--- src/sv/frq_pkg.sv ---
// ----------------------------------------------------------------------------
// frq_pkg: shared types and constants for the picture quantizer controller
// Register indexes, field widths, reset values, state codes and the command
// and status bundles between the controller and the datapath.
// ----------------------------------------------------------------------------
package frq_pkg;

  // Default parameter values
  localparam int FRAC_BITS_DEF = 6;
  localparam int ACC_WIDTH_DEF = 64;

  // Field widths
  localparam int MODE_W     = 1;
  localparam int BYTES_W    = 18;
  localparam int QUANT_W    = 5;
  localparam int BITRATE_W  = 22;
  localparam int BUDGET_W   = 27;
  localparam int CFG_IDX_W  = 2;
  localparam int CFG_DATA_W = 27;
  localparam int IN_DATA_W  = 24;
  localparam int OUT_DATA_W = 8;

  localparam logic [QUANT_W-1:0] QUANT_MAX = 5'd31;

  // Register indexes
  localparam logic [CFG_IDX_W-1:0] REG_CONTROL_MODE   = 2'd0;
  localparam logic [CFG_IDX_W-1:0] REG_INITIAL_QUANT  = 2'd1;
  localparam logic [CFG_IDX_W-1:0] REG_TARGET_BITRATE = 2'd2;
  localparam logic [CFG_IDX_W-1:0] REG_FRAME_BUDGET   = 2'd3;

  // Register reset values
  localparam logic                 CTRL_FIXED           = 1'b0;
  localparam logic                 CTRL_RATE            = 1'b1;
  localparam logic [QUANT_W-1:0]   INITIAL_QUANT_RST    = 5'd16;
  localparam logic [BITRATE_W-1:0] TARGET_BITRATE_RST   = 22'd384000;
  localparam logic [BUDGET_W-1:0]  FRAME_BUDGET_RST     = 27'd820115;

  // Item kinds
  localparam logic MODE_BEGIN = 1'b0;
  localparam logic MODE_END   = 1'b1;

  typedef enum logic [3:0] {
    ST_RELOAD,
    ST_IDLE,
    ST_DIV_MEAN,
    ST_DIV_ADJ,
    ST_MUL,
    ST_ROUND,
    ST_EMIT,
    ST_ACC_MUL,
    ST_ACC_ADD
  } ctl_state_t;

  typedef struct packed {
    logic reload;
    logic take_in;
    logic div_start;
    logic div_frac;
    logic cap_mean;
    logic cap_adj;
    logic mul;
    logic round_q;
    logic out_load;
    logic acc_mul;
    logic acc_add;
  } ctl_cmd_t;

  typedef struct packed {
    logic rate_mode;
    logic actual_zero;
    logic div_done;
  } dp_status_t;

endpackage

--- src/sv/frq_div.sv ---
// ----------------------------------------------------------------------------
// frq_div: shared restoring divider, one quotient bit per cycle
// Runs ACC_WIDTH steps, plus FRAC_BITS fraction steps when asked. Keeps the
// low quotient bits and a sticky flag for any bit shifted out on top.
// ----------------------------------------------------------------------------
module frq_div
  import frq_pkg::*;
#(
  parameter int FRAC_BITS = FRAC_BITS_DEF,
  parameter int ACC_WIDTH = ACC_WIDTH_DEF
) (
  input  logic                   clk,
  input  logic                   rst_n,
  input  logic                   start,
  input  logic                   frac_en,
  input  logic [ACC_WIDTH-1:0]   dividend,
  input  logic [ACC_WIDTH-1:0]   divisor,
  output logic [FRAC_BITS+6:0]   quot,
  output logic                   quot_ovf,
  output logic                   done
);

  localparam int QW = FRAC_BITS + 7;
  localparam int CW = $clog2(ACC_WIDTH + FRAC_BITS + 1);
  localparam logic [CW-1:0] STEPS_INT  = CW'(ACC_WIDTH);
  localparam logic [CW-1:0] STEPS_FRAC = CW'(ACC_WIDTH + FRAC_BITS);

  logic                 busy_r, busy_nxt;
  logic                 done_r, done_nxt;
  logic [CW-1:0]        cnt_r, cnt_nxt;
  logic [ACC_WIDTH-1:0] rem_r, rem_nxt;
  logic [ACC_WIDTH-1:0] dvd_r, dvd_nxt;
  logic [ACC_WIDTH-1:0] den_r, den_nxt;
  logic [QW-1:0]        quo_r, quo_nxt;
  logic                 ovf_r, ovf_nxt;

  logic [ACC_WIDTH:0]   trial;
  logic [ACC_WIDTH+1:0] diff;
  logic                 ge;

  assign trial = {rem_r, dvd_r[ACC_WIDTH-1]};
  assign diff  = {1'b0, trial} - {2'b00, den_r};
  assign ge    = ~diff[ACC_WIDTH+1];

  always_comb begin
    busy_nxt = busy_r;
    done_nxt = 1'b0;
    cnt_nxt  = cnt_r;
    rem_nxt  = rem_r;
    dvd_nxt  = dvd_r;
    den_nxt  = den_r;
    quo_nxt  = quo_r;
    ovf_nxt  = ovf_r;
    if (start) begin
      busy_nxt = 1'b1;
      cnt_nxt  = frac_en ? STEPS_FRAC : STEPS_INT;
      rem_nxt  = '0;
      dvd_nxt  = dividend;
      den_nxt  = divisor;
      quo_nxt  = '0;
      ovf_nxt  = 1'b0;
    end else if (busy_r) begin
      rem_nxt = ge ? diff[ACC_WIDTH-1:0] : trial[ACC_WIDTH-1:0];
      dvd_nxt = {dvd_r[ACC_WIDTH-2:0], 1'b0};
      quo_nxt = {quo_r[QW-2:0], ge};
      ovf_nxt = ovf_r | quo_r[QW-1];
      cnt_nxt = cnt_r - 1'b1;
      if (cnt_r == CW'(1)) begin
        busy_nxt = 1'b0;
        done_nxt = 1'b1;
      end
    end
  end

  always_ff @(posedge clk) begin
    if (!rst_n) begin
      busy_r <= 1'b0;
      done_r <= 1'b0;
      cnt_r  <= '0;
    end else begin
      busy_r <= busy_nxt;
      done_r <= done_nxt;
      cnt_r  <= cnt_nxt;
    end
  end

  always_ff @(posedge clk) begin
    rem_r <= rem_nxt;
    dvd_r <= dvd_nxt;
    den_r <= den_nxt;
    quo_r <= quo_nxt;
    ovf_r <= ovf_nxt;
  end

  assign quot     = quo_r;
  assign quot_ovf = ovf_r;
  assign done     = done_r;

endmodule

--- src/sv/frq_datapath.sv ---
// ----------------------------------------------------------------------------
// frq_datapath: accumulators, register file and quantizer arithmetic
// Holds the configuration, the three saturating accumulators and the current
// quantizer, and runs the mean and adjustment divisions on the shared divider.
// ----------------------------------------------------------------------------
module frq_datapath
  import frq_pkg::*;
#(
  parameter int FRAC_BITS = FRAC_BITS_DEF,
  parameter int ACC_WIDTH = ACC_WIDTH_DEF
) (
  input  logic                  clk,
  input  logic                  rst_n,
  input  ctl_cmd_t              cmd,
  output dp_status_t            status,
  input  logic                  cfg_wr,
  input  logic [CFG_IDX_W-1:0]  cfg_index,
  input  logic [CFG_DATA_W-1:0] cfg_data,
  input  logic [BYTES_W-1:0]    in_bytes,
  output logic [QUANT_W-1:0]    out_quant
);

  localparam int QW     = FRAC_BITS + 7;
  localparam int AW     = FRAC_BITS + 2;
  localparam int PW     = QW + AW;
  localparam int BITS_W = BYTES_W + 3 + FRAC_BITS;
  localparam int BQP_W  = BYTES_W + QUANT_W;
  localparam int BQ_W   = BQP_W + 3 + FRAC_BITS;
  localparam int SW     = ((ACC_WIDTH > BQ_W) ? ACC_WIDTH : BQ_W) + 1;
  localparam int RLD_W  = BUDGET_W + QUANT_W;

  localparam logic [QW-1:0] ONE_Q  = QW'(1) << FRAC_BITS;
  localparam logic [QW-1:0] MEAN_MAX = QW'(1) << (FRAC_BITS + 6);
  localparam logic [AW-1:0] ONE_A  = AW'(1) << FRAC_BITS;
  localparam logic [AW-1:0] HALF_A = AW'(1) << (FRAC_BITS - 1);
  localparam logic [PW:0]   RND    = (PW+1)'(1) << (2*FRAC_BITS - 1);

  // Configuration registers
  logic                 ctl_mode_r;
  logic [QUANT_W-1:0]   init_q_r;
  logic [BITRATE_W-1:0] bitrate_r;
  logic [BUDGET_W-1:0]  budget_r;

  // Accumulators and working registers
  logic [ACC_WIDTH-1:0] actual_r, wanted_r, bq_r;
  logic [QUANT_W-1:0]   cur_q_r, out_q_r;
  logic [BYTES_W-1:0]   bytes_r;
  logic [BQP_W-1:0]     bqp_r;
  logic [QW-1:0]        mean_r;
  logic [AW-1:0]        adj_r;
  logic [PW-1:0]        prod_r;

  // Divider hookup
  logic                 div_neg;
  logic [ACC_WIDTH-1:0] mag;
  logic [BITRATE_W-1:0] br_eff;
  logic [ACC_WIDTH-1:0] div_dvd, div_dvs;
  logic [QW-1:0]        quot;
  logic                 quot_ovf, div_done;

  // Adjustment and rounding
  logic [FRAC_BITS:0]   err_clip;
  logic [AW-1:0]        adj_dn, adj_nxt;
  logic [PW:0]          prod_rnd;
  logic [QUANT_W-1:0]   round_q;

  // Saturating sums
  logic [SW-1:0]        sum_act, sum_want, sum_bq;
  logic [RLD_W-1:0]     rld_bq;

  assign div_neg = actual_r < wanted_r;
  assign mag     = div_neg ? (wanted_r - actual_r) : (actual_r - wanted_r);
  assign br_eff  = (bitrate_r == '0) ? BITRATE_W'(1) : bitrate_r;
  assign div_dvd = cmd.div_frac ? bq_r : mag;
  assign div_dvs = cmd.div_frac ? actual_r : {{(ACC_WIDTH-BITRATE_W){1'b0}}, br_eff};

  frq_div #(
    .FRAC_BITS (FRAC_BITS),
    .ACC_WIDTH (ACC_WIDTH)
  ) u_div (
    .clk      (clk),
    .rst_n    (rst_n),
    .start    (cmd.div_start),
    .frac_en  (cmd.div_frac),
    .dividend (div_dvd),
    .divisor  (div_dvs),
    .quot     (quot),
    .quot_ovf (quot_ovf),
    .done     (div_done)
  );

  always_comb begin
    err_clip = (quot_ovf || quot > ONE_Q) ? ONE_Q[FRAC_BITS:0] : quot[FRAC_BITS:0];
    adj_dn   = ONE_A - {1'b0, err_clip};
    if (div_neg) begin
      adj_nxt = (adj_dn < HALF_A) ? HALF_A : adj_dn;
    end else begin
      adj_nxt = ONE_A + {1'b0, err_clip};
    end
  end

  assign prod_rnd = {1'b0, prod_r} + RND;
  assign round_q  = (|prod_rnd[PW:2*FRAC_BITS+QUANT_W]) ? QUANT_MAX
                                                        : prod_rnd[2*FRAC_BITS+QUANT_W-1:2*FRAC_BITS];

  assign sum_act  = {{(SW-ACC_WIDTH){1'b0}}, actual_r}
                  + {{(SW-BITS_W){1'b0}}, bytes_r, {(3+FRAC_BITS){1'b0}}};
  assign sum_want = {{(SW-ACC_WIDTH){1'b0}}, wanted_r}
                  + {{(SW-BUDGET_W){1'b0}}, budget_r};
  assign sum_bq   = {{(SW-ACC_WIDTH){1'b0}}, bq_r}
                  + {{(SW-BQ_W){1'b0}}, bqp_r, {(3+FRAC_BITS){1'b0}}};
  assign rld_bq   = budget_r * init_q_r;

  // Configuration registers
  always_ff @(posedge clk) begin
    if (!rst_n) begin
      ctl_mode_r <= CTRL_RATE;
      init_q_r   <= INITIAL_QUANT_RST;
      bitrate_r  <= TARGET_BITRATE_RST;
      budget_r   <= FRAME_BUDGET_RST;
    end else if (cfg_wr) begin
      unique case (cfg_index)
        REG_CONTROL_MODE:   ctl_mode_r <= cfg_data[0];
        REG_INITIAL_QUANT:  init_q_r   <= cfg_data[QUANT_W-1:0];
        REG_TARGET_BITRATE: bitrate_r  <= cfg_data[BITRATE_W-1:0];
        REG_FRAME_BUDGET:   budget_r   <= cfg_data[BUDGET_W-1:0];
        default:            ctl_mode_r <= ctl_mode_r;
      endcase
    end
  end

  // Accumulators: reloaded by the controller after reset and each write
  always_ff @(posedge clk) begin
    if (cmd.reload) begin
      actual_r <= {{(ACC_WIDTH-BUDGET_W){1'b0}}, budget_r};
      wanted_r <= {{(ACC_WIDTH-BUDGET_W){1'b0}}, budget_r};
      bq_r     <= {{(ACC_WIDTH-RLD_W){1'b0}}, rld_bq};
    end else if (cmd.acc_add) begin
      actual_r <= (|sum_act[SW-1:ACC_WIDTH])  ? '1 : sum_act[ACC_WIDTH-1:0];
      wanted_r <= (|sum_want[SW-1:ACC_WIDTH]) ? '1 : sum_want[ACC_WIDTH-1:0];
      bq_r     <= (|sum_bq[SW-1:ACC_WIDTH])   ? '1 : sum_bq[ACC_WIDTH-1:0];
    end
  end

  always_ff @(posedge clk) begin
    if (cmd.reload) begin
      cur_q_r <= init_q_r;
    end else if (cmd.round_q) begin
      cur_q_r <= round_q;
    end
    if (cmd.take_in) begin
      bytes_r <= in_bytes;
    end
    if (cmd.acc_mul) begin
      bqp_r <= bytes_r * cur_q_r;
    end
    if (cmd.cap_mean) begin
      mean_r <= (quot_ovf || quot[QW-1]) ? MEAN_MAX : quot;
    end
    if (cmd.cap_adj) begin
      adj_r <= adj_nxt;
    end
    if (cmd.mul) begin
      prod_r <= mean_r * adj_r;
    end
    if (cmd.out_load) begin
      out_q_r <= cur_q_r;
    end
  end

  assign status.rate_mode   = ctl_mode_r;
  assign status.actual_zero = (actual_r == '0);
  assign status.div_done    = div_done;
  assign out_quant          = out_q_r;

endmodule

--- src/sv/frq_ctrl.sv ---
// ----------------------------------------------------------------------------
// frq_ctrl: sequencer for the picture quantizer controller
// Accepts one word at a time, steps the datapath through the divisions,
// multiply and rounding, and owns the output valid flag.
// ----------------------------------------------------------------------------
module frq_ctrl
  import frq_pkg::*;
(
  input  logic       clk,
  input  logic       rst_n,
  input  logic       in_tvalid,
  output logic       in_tready,
  input  logic       in_mode,
  input  logic       cfg_wr,
  output logic       cfg_ready,
  output logic       out_tvalid,
  input  logic       out_tready,
  output ctl_cmd_t   cmd,
  input  dp_status_t status
);

  ctl_state_t state_r, state_nxt;
  logic       out_valid_r, out_valid_nxt;
  logic       accept;
  logic       go_div;

  // Take register writes only between items; a write wins over an input word
  assign cfg_ready = (state_r == ST_IDLE) || (state_r == ST_RELOAD);
  assign in_tready = (state_r == ST_IDLE) && !cfg_wr;

  assign accept = in_tvalid && in_tready;
  assign go_div = (in_mode == MODE_BEGIN) && status.rate_mode && !status.actual_zero;

  // Next state
  always_comb begin
    state_nxt = state_r;
    unique case (state_r)
      ST_RELOAD: begin
        state_nxt = cfg_wr ? ST_RELOAD : ST_IDLE;
      end
      ST_IDLE: begin
        priority if (cfg_wr) begin
          state_nxt = ST_RELOAD;
        end else if (accept) begin
          priority if (in_mode == MODE_END) begin
            state_nxt = status.rate_mode ? ST_ACC_MUL : ST_IDLE;
          end else if (go_div) begin
            state_nxt = ST_DIV_MEAN;
          end else begin
            state_nxt = ST_EMIT;
          end
        end
      end
      ST_DIV_MEAN: begin
        if (status.div_done) begin
          state_nxt = ST_DIV_ADJ;
        end
      end
      ST_DIV_ADJ: begin
        if (status.div_done) begin
          state_nxt = ST_MUL;
        end
      end
      ST_MUL:     state_nxt = ST_ROUND;
      ST_ROUND:   state_nxt = ST_EMIT;
      ST_EMIT: begin
        if (!out_valid_r || out_tready) begin
          state_nxt = ST_IDLE;
        end
      end
      ST_ACC_MUL: state_nxt = ST_ACC_ADD;
      ST_ACC_ADD: state_nxt = ST_IDLE;
      default:    state_nxt = ST_IDLE;
    endcase
  end

  // Commands
  always_comb begin
    cmd = '0;
    unique case (state_r)
      ST_RELOAD: cmd.reload = 1'b1;
      ST_IDLE: begin
        cmd.take_in = accept;
        if (accept && go_div) begin
          cmd.div_start = 1'b1;
          cmd.div_frac  = 1'b1;
        end
      end
      ST_DIV_MEAN: begin
        if (status.div_done) begin
          cmd.cap_mean  = 1'b1;
          cmd.div_start = 1'b1;
        end
      end
      ST_DIV_ADJ: cmd.cap_adj  = status.div_done;
      ST_MUL:     cmd.mul      = 1'b1;
      ST_ROUND:   cmd.round_q  = 1'b1;
      ST_EMIT:    cmd.out_load = !out_valid_r || out_tready;
      ST_ACC_MUL: cmd.acc_mul  = 1'b1;
      ST_ACC_ADD: cmd.acc_add  = 1'b1;
      default:    cmd          = '0;
    endcase
  end

  always_comb begin
    out_valid_nxt = out_valid_r;
    if (cmd.out_load) begin
      out_valid_nxt = 1'b1;
    end else if (out_tready) begin
      out_valid_nxt = 1'b0;
    end
  end

  always_ff @(posedge clk) begin
    if (!rst_n) begin
      state_r     <= ST_RELOAD;
      out_valid_r <= 1'b0;
    end else begin
      state_r     <= state_nxt;
      out_valid_r <= out_valid_nxt;
    end
  end

  assign out_tvalid = out_valid_r;

  // A pending result is never overwritten
  a_no_overwrite: assert property (@(posedge clk) disable iff (!rst_n)
    cmd.out_load |-> (!out_valid_r || out_tready))
    else $error("output register overwritten while full");

  // A blocked result keeps the sequencer waiting
  a_emit_holds: assert property (@(posedge clk) disable iff (!rst_n)
    (state_r == ST_EMIT && out_valid_r && !out_tready) |=> (state_r == ST_EMIT))
    else $error("result dropped while output stalled");

  // Divider completions only land while a division is expected
  a_div_owner: assert property (@(posedge clk) disable iff (!rst_n)
    status.div_done |-> (state_r == ST_DIV_MEAN || state_r == ST_DIV_ADJ))
    else $error("divider finished outside a division state");

  // A fixed-mode begin picture goes straight to the output
  a_fixed_emit: assert property (@(posedge clk) disable iff (!rst_n)
    (accept && !cfg_wr && in_mode == MODE_BEGIN && !status.rate_mode)
      |=> (state_r == ST_EMIT))
    else $error("fixed-mode request did not emit");

endmodule

--- src/sv/frame_quantizer_rate_control.sv ---
// ----------------------------------------------------------------------------
// frame_quantizer_rate_control: picture-level quantizer controller
// Frame-level variable bitrate control. Tracks produced, wanted and
// bits-times-quantizer totals and hands out the quantizer for each picture.
// ----------------------------------------------------------------------------
//
//  Channel | Ports                          | Word contents (low bit first)
//  --------+--------------------------------+---------------------------------
//  input   | in_tvalid/in_tready/in_tdata/  | tdata: picture_bytes[17:0], pad
//          | in_tuser                       | tuser: mode (0 begin, 1 end)
//  result  | out_tvalid/out_tready/out_tdata| tdata: quantizer[4:0], pad
//  config  | cfg_valid/cfg_ready/cfg_index/ | index 0 control_mode, 1
//          | cfg_data                       | initial_quant, 2 target_bitrate,
//          |                                | 3 frame_budget
//
// Steps: a begin-picture word in rate mode runs two divisions on the
//   shared one-bit-per-cycle divider, the mean quantizer and then the rate
//   error division, then a multiply and a rounding step before the output.
//   Fixed mode, or zero produced bits: straight to the output register.
//   An end-picture word in rate mode runs a multiply, then a saturating
//   add; in fixed mode it updates no accumulator.
// Reset: one reload cycle follows reset and each register write, during
//   which in_tready is low; the accumulators are rebuilt from the registers.
//   cfg_ready is high only between items; a write beats an input word.
// Stalls: a finished quantizer waits in the output register; the next word
//   is taken meanwhile, and its own result waits until that one is drained.
//
module frame_quantizer_rate_control
  import frq_pkg::*;
#(
  parameter int FRAC_BITS = FRAC_BITS_DEF,
  parameter int ACC_WIDTH = ACC_WIDTH_DEF
) (
  input  logic                  clk,
  input  logic                  rst_n,
  // input words
  input  logic                  in_tvalid,
  output logic                  in_tready,
  input  logic [IN_DATA_W-1:0]  in_tdata,   // [17:0] picture_bytes, [23:18] zero
  input  logic [MODE_W-1:0]     in_tuser,   // [0] mode
  // result words
  output logic                  out_tvalid,
  input  logic                  out_tready,
  output logic [OUT_DATA_W-1:0] out_tdata,  // [4:0] quantizer, [7:5] zero
  // register writes
  input  logic                  cfg_valid,
  output logic                  cfg_ready,
  input  logic [CFG_IDX_W-1:0]  cfg_index,
  input  logic [CFG_DATA_W-1:0] cfg_data
);

  ctl_cmd_t           cmd;
  dp_status_t         status;
  logic               cfg_wr;
  logic [QUANT_W-1:0] out_quant;

  // Registers are writable between items; the sequencer reloads after each write
  assign cfg_wr = cfg_valid && cfg_ready;

  frq_ctrl u_ctrl (
    .clk        (clk),
    .rst_n      (rst_n),
    .in_tvalid  (in_tvalid),
    .in_tready  (in_tready),
    .in_mode    (in_tuser[0]),
    .cfg_wr     (cfg_wr),
    .cfg_ready  (cfg_ready),
    .out_tvalid (out_tvalid),
    .out_tready (out_tready),
    .cmd        (cmd),
    .status     (status)
  );

  frq_datapath #(
    .FRAC_BITS (FRAC_BITS),
    .ACC_WIDTH (ACC_WIDTH)
  ) u_dp (
    .clk       (clk),
    .rst_n     (rst_n),
    .cmd       (cmd),
    .status    (status),
    .cfg_wr    (cfg_wr),
    .cfg_index (cfg_index),
    .cfg_data  (cfg_data),
    .in_bytes  (in_tdata[BYTES_W-1:0]),
    .out_quant (out_quant)
  );

  // Pad the quantizer out to a whole byte
  assign out_tdata = {{(OUT_DATA_W-QUANT_W){1'b0}}, out_quant};

endmodule
--- config.mk ---
export PLATFORM = sky130hd
export DESIGN_NAME = frame_quantizer_rate_control
export DESIGN_NICKNAME = d
export VERILOG_FILES = /design/src/sv/frq_pkg.sv /design/src/sv/frq_div.sv /design/src/sv/frq_datapath.sv /design/src/sv/frq_ctrl.sv /design/src/sv/frame_quantizer_rate_control.sv
export SDC_FILE = /design/constraint.sdc
export NUM_CORES = 2
export LEC_CHECK = 0
export BUFFER_PORTS_ARGS = -buffer_cell sky130_fd_sc_hd__buf_2
export CAP_MARGIN = 20
export CORE_MARGIN = 4
export CORE_UTILIZATION = 40
export CTS_CLUSTER_DIAMETER = 120
export DETAILED_ROUTE_END_ITERATION = 16
export PLACE_DENSITY = 0.55
export SLEW_MARGIN = 30
export SYNTH_ARGS = -nofsm -noshare
export SYNTH_HDL_FRONTEND = slang
export SYNTH_HIERARCHICAL = 1
export SYNTH_SLANG_ARGS = --single-unit
--- constraint.sdc ---
create_clock -name clk -period 7 [get_ports clk]
set_clock_uncertainty 0.1 [all_clocks]
set_input_delay 1.4 -clock clk [delete_from_list [all_inputs] [get_ports clk]]
set_output_delay 1.4 -clock clk [all_outputs]
set_load 0.02 [all_outputs]
* Word-level counts from Yosys, hierarchy flattened
Cells that the tools add are included.
Word-level totals: output and inout port bits 11, flip-flop bits (word level) 560, word-level logic and storage cells 147, input bits 59
Cells by class: add/subtract/negate cells 10, muxes and demuxes 54, equality and inequality tests 16, $lt $le $gt $ge 3, multipliers 3, reductions and logical operators 28, bitwise logic cells 5
Operator list (number):
- 64-bit 2-to-1 mux | 8
- 64-bit by 27-bit adder with 65-bit output | 2
- 64-bit subtractor | 2
- 27-bit 2-to-1 mux | 4
- 65-bit by 64-bit subtractor with 66-bit output | 1
- 64-bit by 32-bit adder with 65-bit output | 1
- 64-bit logical NOT | 1
- 64-bit < comparator | 1
- 32-bit 2-to-1 mux | 2
- 22-bit 2-to-1 mux | 2
- 27-bit by 5-bit multiplier with 32-bit output | 1
- 4-bit one-hot mux with 8 select lines | 1
- 4-bit 2-to-1 mux | 6
- 18-bit by 5-bit multiplier with 23-bit output | 1
- 21-bit by 12-bit adder with 22-bit output (second input constant) | 1
- 22-bit logical NOT | 1
- 13-bit by 8-bit multiplier with 21-bit output | 1
- 7-bit 2-to-1 mux | 3
- 1-bit 2-to-1 mux | 18
- 4-bit by 3-bit equality test with 1-bit output (second input constant) | 4
- 8-bit 2-to-1 mux | 2
- 5-bit 2-to-1 mux | 3
- 13-bit by 7-bit > comparator with 1-bit output (second input constant) | 1
- 3-bit 2-to-1 mux | 3
- other kinds (26) | 49

* Logic depth before layout (Yosys ltp)
word-level depth 11, mapped depth 22, gate-level depth less buffers 21

* Cells and area by module
The synthesis kept the hierarchy.
By module, submodules not included:
- frq_datapath | instances 1, cells each 4312, area an instance 35744.3 um2, sequential area each 8267.9 um2
- frq_div | instances 1, cells each 1313, area an instance 12538.3 um2, sequential area each 5585.4 um2
- frq_ctrl | instances 1, cells each 66, area an instance 483.0 um2, sequential area each 100.1 um2
- frame_quantizer_rate_control | instances 1, cells each 5, area an instance 32.5 um2, sequential area each 0.0 um2

* Worst setup path after synthesis
No wires, ideal clock.
path kind input port to flip-flop, start input cfg_valid, end register u_dp.u_div.dvd_r[0], enable pin, buffers on the path 1, library setup time 0.424 ns, cell stages on the path 7, slack 0.712 ns, arrival 5.765 ns, cell sequence and2_1 > nor3_2 > and3_1 > or2_1 > clkbuf_1 > inv_1 > nand2_1
RTL lines:
- start: declaration | line frame_quantizer_rate_control.sv:46 | input logic cfg_valid,
- end signal: assignment | line frq_div.sv:89 | dvd_r <= dvd_nxt;
- end: declaration | line frq_div.sv:32 | logic [ACC_WIDTH-1:0] dvd_r, dvd_nxt;

* Final worst setup path
start register u_dp.init_q_r[4], end register u_dp.bq_r[28] (data pin)
Between the ends: longest elaborated chain between the ends 2
Ends and longest elaborated chain:
- start: declaration | line frq_datapath.sv:40 | logic [QUANT_W-1:0] init_q_r;
- start signal: assignment | line frq_datapath.sv:124 | REG_INITIAL_QUANT: init_q_r <= cfg_data[QUANT_W-1:0];
- 27-bit by 5-bit multiplier with 32-bit output | line frq_datapath.sv:112 | assign rld_bq = budget_r * init_q_r;
- 32-bit 2-to-1 mux | line frq_datapath.sv:134 | if (cmd.reload) begin
- end signal: assignment | line frq_datapath.sv:137 | bq_r <= {{(ACC_WIDTH-RLD_W){1'b0}}, rld_bq};
- end signal: assignment | line frq_datapath.sv:141 | bq_r <= (|sum_bq[SW-1:ACC_WIDTH]) ? '1 : sum_bq[ACC_WIDTH-1:0];
- end: declaration | line frq_datapath.sv:45 | logic [ACC_WIDTH-1:0] actual_r, wanted_r, bq_r;
Every way passes these cells. A chain may end at the register's enable or synchronous reset.

==> impl_metrics.xml <==
<?xml version="1.0" encoding="UTF-8"?>
<metrics>
  <group name="worst_setup_path">
    <metric name="r2r_slack" unit="ps">1150</metric>
    <metric name="worstSetupEndpointType" unit="">flip-flop</metric>
    <metric name="worst_r2r_endpoint" unit="">u_dp/bq_r[28]$_DFFE_PP_</metric>
    <metric name="crit_arrival" unit="ps">6120</metric>
    <metric name="ff2ff_path_depth" unit="">18</metric>
    <metric name="r2r_start" unit="">u_dp/init_q_r[4]$_SDFFE_PN1P_</metric>
    <metric name="worst_ep_required_time" unit="ps">7270</metric>
    <metric name="worstSetupStartpointType" unit="">flip-flop</metric>
    <metric name="criticalPathCategory" unit="">flip-flop to flip-flop</metric>
    <metric name="cp_max_fo" unit="">29</metric>
  </group>
  <group name="pwr">
    <metric name="p_int" unit="mW">13.0</metric>
    <metric name="logic_gate_share_of_total_power" unit="%">62.2</metric>
    <metric name="p_sw" unit="mW">11.6</metric>
    <metric name="pwr-share-seq" unit="%">22.3</metric>
    <metric name="power_switching_share" unit="%">47.0</metric>
    <metric name="power_per_cell_area" unit="nW/um^2">465</metric>
    <metric name="clkPwrFrac" unit="%">15.6</metric>
    <metric name="max-vdd-ir-drop" unit="V">0.000383</metric>
    <metric name="cellLeakagePower" unit="nW">22.4</metric>
  </group>
  <group name="cts">
    <metric name="postCtsHoldBufs" unit="">0</metric>
    <metric name="postCtsSetupRepairBufs" unit="">0</metric>
    <metric name="clock_sinks" unit="">549</metric>
    <metric name="cts_max_path_buffers" unit="">3</metric>
    <metric name="cts_buffers" unit="">71</metric>
    <metric name="clk_pin_slew" unit="ps">50</metric>
    <metric name="ctsResizeCount" unit="">0</metric>
    <metric name="cts.htree.levels" unit="">3</metric>
    <metric name="tritoncts_clock_tree" unit="">done</metric>
    <metric name="clk-insertion-delay-late" unit="ps">680</metric>
    <metric name="cts-root-buf" unit="">clkbuf_16</metric>
  </group>
  <group name="synth">
    <metric name="synth.area.top_cells" unit="">edfxtp_1, dfxtp_1, ha_1, fa_1, a21oi_1</metric>
    <metric name="synthesis.instances" unit="">5696</metric>
    <metric name="synth.top_cell.area_share" unit="%">18.2</metric>
    <metric name="synth_ff_type" unit="">edfxtp_1</metric>
    <metric name="number_of_enable_type_register_cells_in_the_synthesized_netlist" unit="">296</metric>
    <metric name="synth_warnings" unit="">6</metric>
    <metric name="syn_avg_cell_area" unit="sq um">8.57</metric>
    <metric name="post_synth_instance_area" unit="sq um">48800</metric>
    <metric name="sequential_fraction_of_the_synthesis_area" unit="%">28.6</metric>
    <metric name="asyncSetResetFlopFracSynth" unit="%">0</metric>
    <metric name="synth.distinct_cells" unit="">120</metric>
    <metric name="yosys.area.top_type" unit="">edfxtp_1</metric>
    <metric name="yosys_reg_bits" unit="">549</metric>
  </group>
  <group name="timing">
    <metric name="slew-limit-headroom" unit="%">30.6</metric>
    <metric name="worst_slew_pin_slew" unit="ps">1030</metric>
    <metric name="setup_total_negative_slack" unit="ps">0</metric>
    <metric name="time_the_final_worst_path_needs_with_i_o_delays_and_setup" unit="ps">5850</metric>
    <metric name="period_share" unit="%">83.6</metric>
    <metric name="finalMaxSlewViolations" unit="">0</metric>
    <metric name="report.final.setup_viol" unit="">0</metric>
    <metric name="max_clock_freq" unit="GHz">0.171</metric>
    <metric name="grt_setup_unrepaired" unit="">no</metric>
    <metric name="post-route-worst-setup-slack" unit="ps">1150</metric>
    <metric name="final-hold-violation-count" unit="">0</metric>
  </group>
  <group name="floorplan">
    <metric name="start_util" unit="%">40.5</metric>
    <metric name="rows" unit="">127</metric>
    <metric name="die_y" unit="um">357</metric>
    <metric name="coreArea" unit="sq um">121000</metric>
    <metric name="io_pins" unit="">70</metric>
    <metric name="die_area" unit="sq um">128000</metric>
    <metric name="die-width" unit="um">357</metric>
  </group>
  <group name="global_route">
    <metric name="number_of_antenna_violations_at_the_first_check_in_global_routing" unit="">1</metric>
    <metric name="groute.usage.overall" unit="%">23.8</metric>
    <metric name="grt_first_pass_wirelength" unit="um">238000</metric>
    <metric name="grt_max_degree" unit="">153</metric>
    <metric name="grt.overflow.total" unit="">0</metric>
    <metric name="first_global_vias" unit="">40261</metric>
  </group>
  <group name="outcome">
    <metric name="outcome" unit="">finished, final reports clean</metric>
  </group>
  <group name="worst_hold_path">
    <metric name="whs_path_depth" unit="">2</metric>
    <metric name="hold_path_end" unit="">u_dp/u_div/quot_ovf$_SDFFE_PP0P_</metric>
    <metric name="worstHoldStart" unit="">u_dp/u_div/quot_ovf$_SDFFE_PP0P_</metric>
    <metric name="hp-class" unit="">flip-flop to flip-flop</metric>
  </group>
  <group name="placed_design">
    <metric name="hpwlAfterDp" unit="um">119000</metric>
    <metric name="portBuffers" unit="">60</metric>
    <metric name="pre_cts_ws" unit="ps">1210</metric>
    <metric name="place_congestion" unit="">0.924</metric>
  </group>
  <group name="routing">
    <metric name="detail_route.vias_per_cell" unit="">5.66</metric>
    <metric name="route.vias.total" unit="">41244</metric>
    <metric name="post_drt_wl_per_cell" unit="um">21.2</metric>
    <metric name="initialDrtViolationCount" unit="">3303</metric>
    <metric name="finalWirelength" unit="um">154000</metric>
    <metric name="drtPass1Iterations" unit="">7</metric>
    <metric name="detail_route.drc_violations" unit="">0</metric>
    <metric name="antenna_left" unit="">0</metric>
  </group>
  <group name="finish">
    <metric name="syn_to_layout_area_delta" unit="%">8.37</metric>
    <metric name="final_nets" unit="">6236</metric>
    <metric name="layout_commonest_cell" unit="">nand2_1</metric>
    <metric name="final_layout_size_suffix_gt1_share" unit="%">8.43</metric>
    <metric name="commonest_cells_after_routing_fill_and_taps_aside" unit="">nand2_1, inv_1, a21oi_1</metric>
  </group>
  <group name="flow_run">
    <metric name="max-cap-violations" unit="">0</metric>
  </group>
</metrics>
-- logic make-up after synthesis --
family	after synthesis	share of synthesized area (%)
DFF	549	28.6
and+or+nand+nor	1886	19.0
buffers and inverters	811	6.59
other	1	0.00768
adders and majority gates	566	17.5
AOI/OAI and AO/OA	1429	19.4
xor gates and xnor gates	282	5.06
muxes	172	3.86
-- power groups by stage --
stage,logic [mW],clock network (mW),registers (mW)
global route,17.0,4.06,5.55
CTS,15.2,3.93,5.47
floorplan,11.9,0,5.02
global placement,15.0,0,5.53
finish,15.3,3.83,5.48
detailed placement,15.1,0,5.54
-- state kept, by name, summed over array words and instances, names as in the netlist, 8 cells and up --
register,cells
u_dp/u_div/den_r,64
u_dp/bqp_r,23
u_dp/prod_r,10
u_dp/bq_r,64
u_dp/u_div/dvd_r,64
u_dp/bitrate_r,22
u_dp/actual_r,64
u_dp/u_div/rem_r,64
u_dp/wanted_r,64
u_dp/bytes_r,18
u_dp/adj_r,8
u_dp/budget_r,27
u_dp/mean_r,13
u_dp/u_div/quot,13
-- layer usage --
metal | up-vias | wire length (um) | track usage (%)
li1 | 19806 | - | -
met1 | 20222 | 71600 | 33.2
met2 | 1029 | 70800 | 38.8
met3 | 185 | 7750 | 3.37
met4 | 2 | 4100 | 6.17
met5 | - | 12 | 0
-- metrics by stage --
stage | instance area (sq um) | power [mW] | hold slack (ps) | util [%] | cells
after floorplan | 48800 | 16.9 | 338 | - | 5698
after global placement | 50400 | 20.5 | 355 | 41.8 | 7150
after detailed placement | 50400 | 20.7 | 364 | 41.8 | 7150
after CTS | 52900 | 24.6 | 369 | 43.8 | 7282
after global routing | 52900 | 26.6 | 406 | 43.8 | 7282
final | 52900 | 24.6 | 367 | 43.8 | 7283
-- worst max path at each step --
stage	startpoint	to	slack (ps)	cells past startpoint
global placement	u_dp/init_q_r[4]$_SDFFE_PN1P_	u_dp/bq_r[28]$_DFFE_PP_	1240	18
CTS	u_dp/init_q_r[4]$_SDFFE_PN1P_	u_dp/bq_r[28]$_DFFE_PP_	1170	18
detailed placement	u_dp/init_q_r[4]$_SDFFE_PN1P_	u_dp/bq_r[28]$_DFFE_PP_	1210	18
global route	u_dp/init_q_r[4]$_SDFFE_PN1P_	u_dp/bq_r[28]$_DFFE_PP_	870	18
finish	u_dp/init_q_r[4]$_SDFFE_PN1P_	u_dp/bq_r[28]$_DFFE_PP_	1150	18
floorplan	cfg_valid	u_dp/u_div/dvd_r[0]$_SDFFCE_PN0P_	710	7
-- critical path, stage by stage (launching register included) --
cell and delay [ps]:
dfxtp_1 310, buf_4 290, nand2_1 130, fa_1 530
fa_1 530, fa_1 550, inv_1 40, ha_1 350
a211oi_1 280, o21ai_0 180, a41oi_1 370, a21oi_1 210
and2_1 180, o31a_1 360, a211oi_1 480, nor3_1 170
a31oi_1 250, xor2_1 180, a22oi_1 80
-- synthesized netlist by cell type, drive strengths merged (24+ instances only) --
cell type	count
nand2	589
inv	536
a21oi	477
nor2	393
ha	372
edfxtp	296
o21ai	261
and2	256
dfxtp	253
xnor2	202
fa	194
clkbuf	192
a21o	138
nor3	130
mux2	129
nand3	113
nand4	86
buf	81
xor2	80
o21bai	67
and3	60
a211oi	56
nor4	54
o21a	53
nor2b	52
a31oi	50
o211ai	49
a21boi	45
mux2i	43
a311oi	40
nand2b	37
o31ai	24
or2	24
-- area by class of cell --
type / instances / area, sq um
fillers: 12002 / 67700
repair buffers: 113 / 736
inverters: 538 / 2020
flip-flops and latches: 549 / 14000
multi-input cells: 4338 / 31700
clock inverters: 43 / 497
clock buffers: 89 / 1930
diodes: 1 / 2.50
well taps: 1612 / 2020
(Power assumes the default switching activity.)
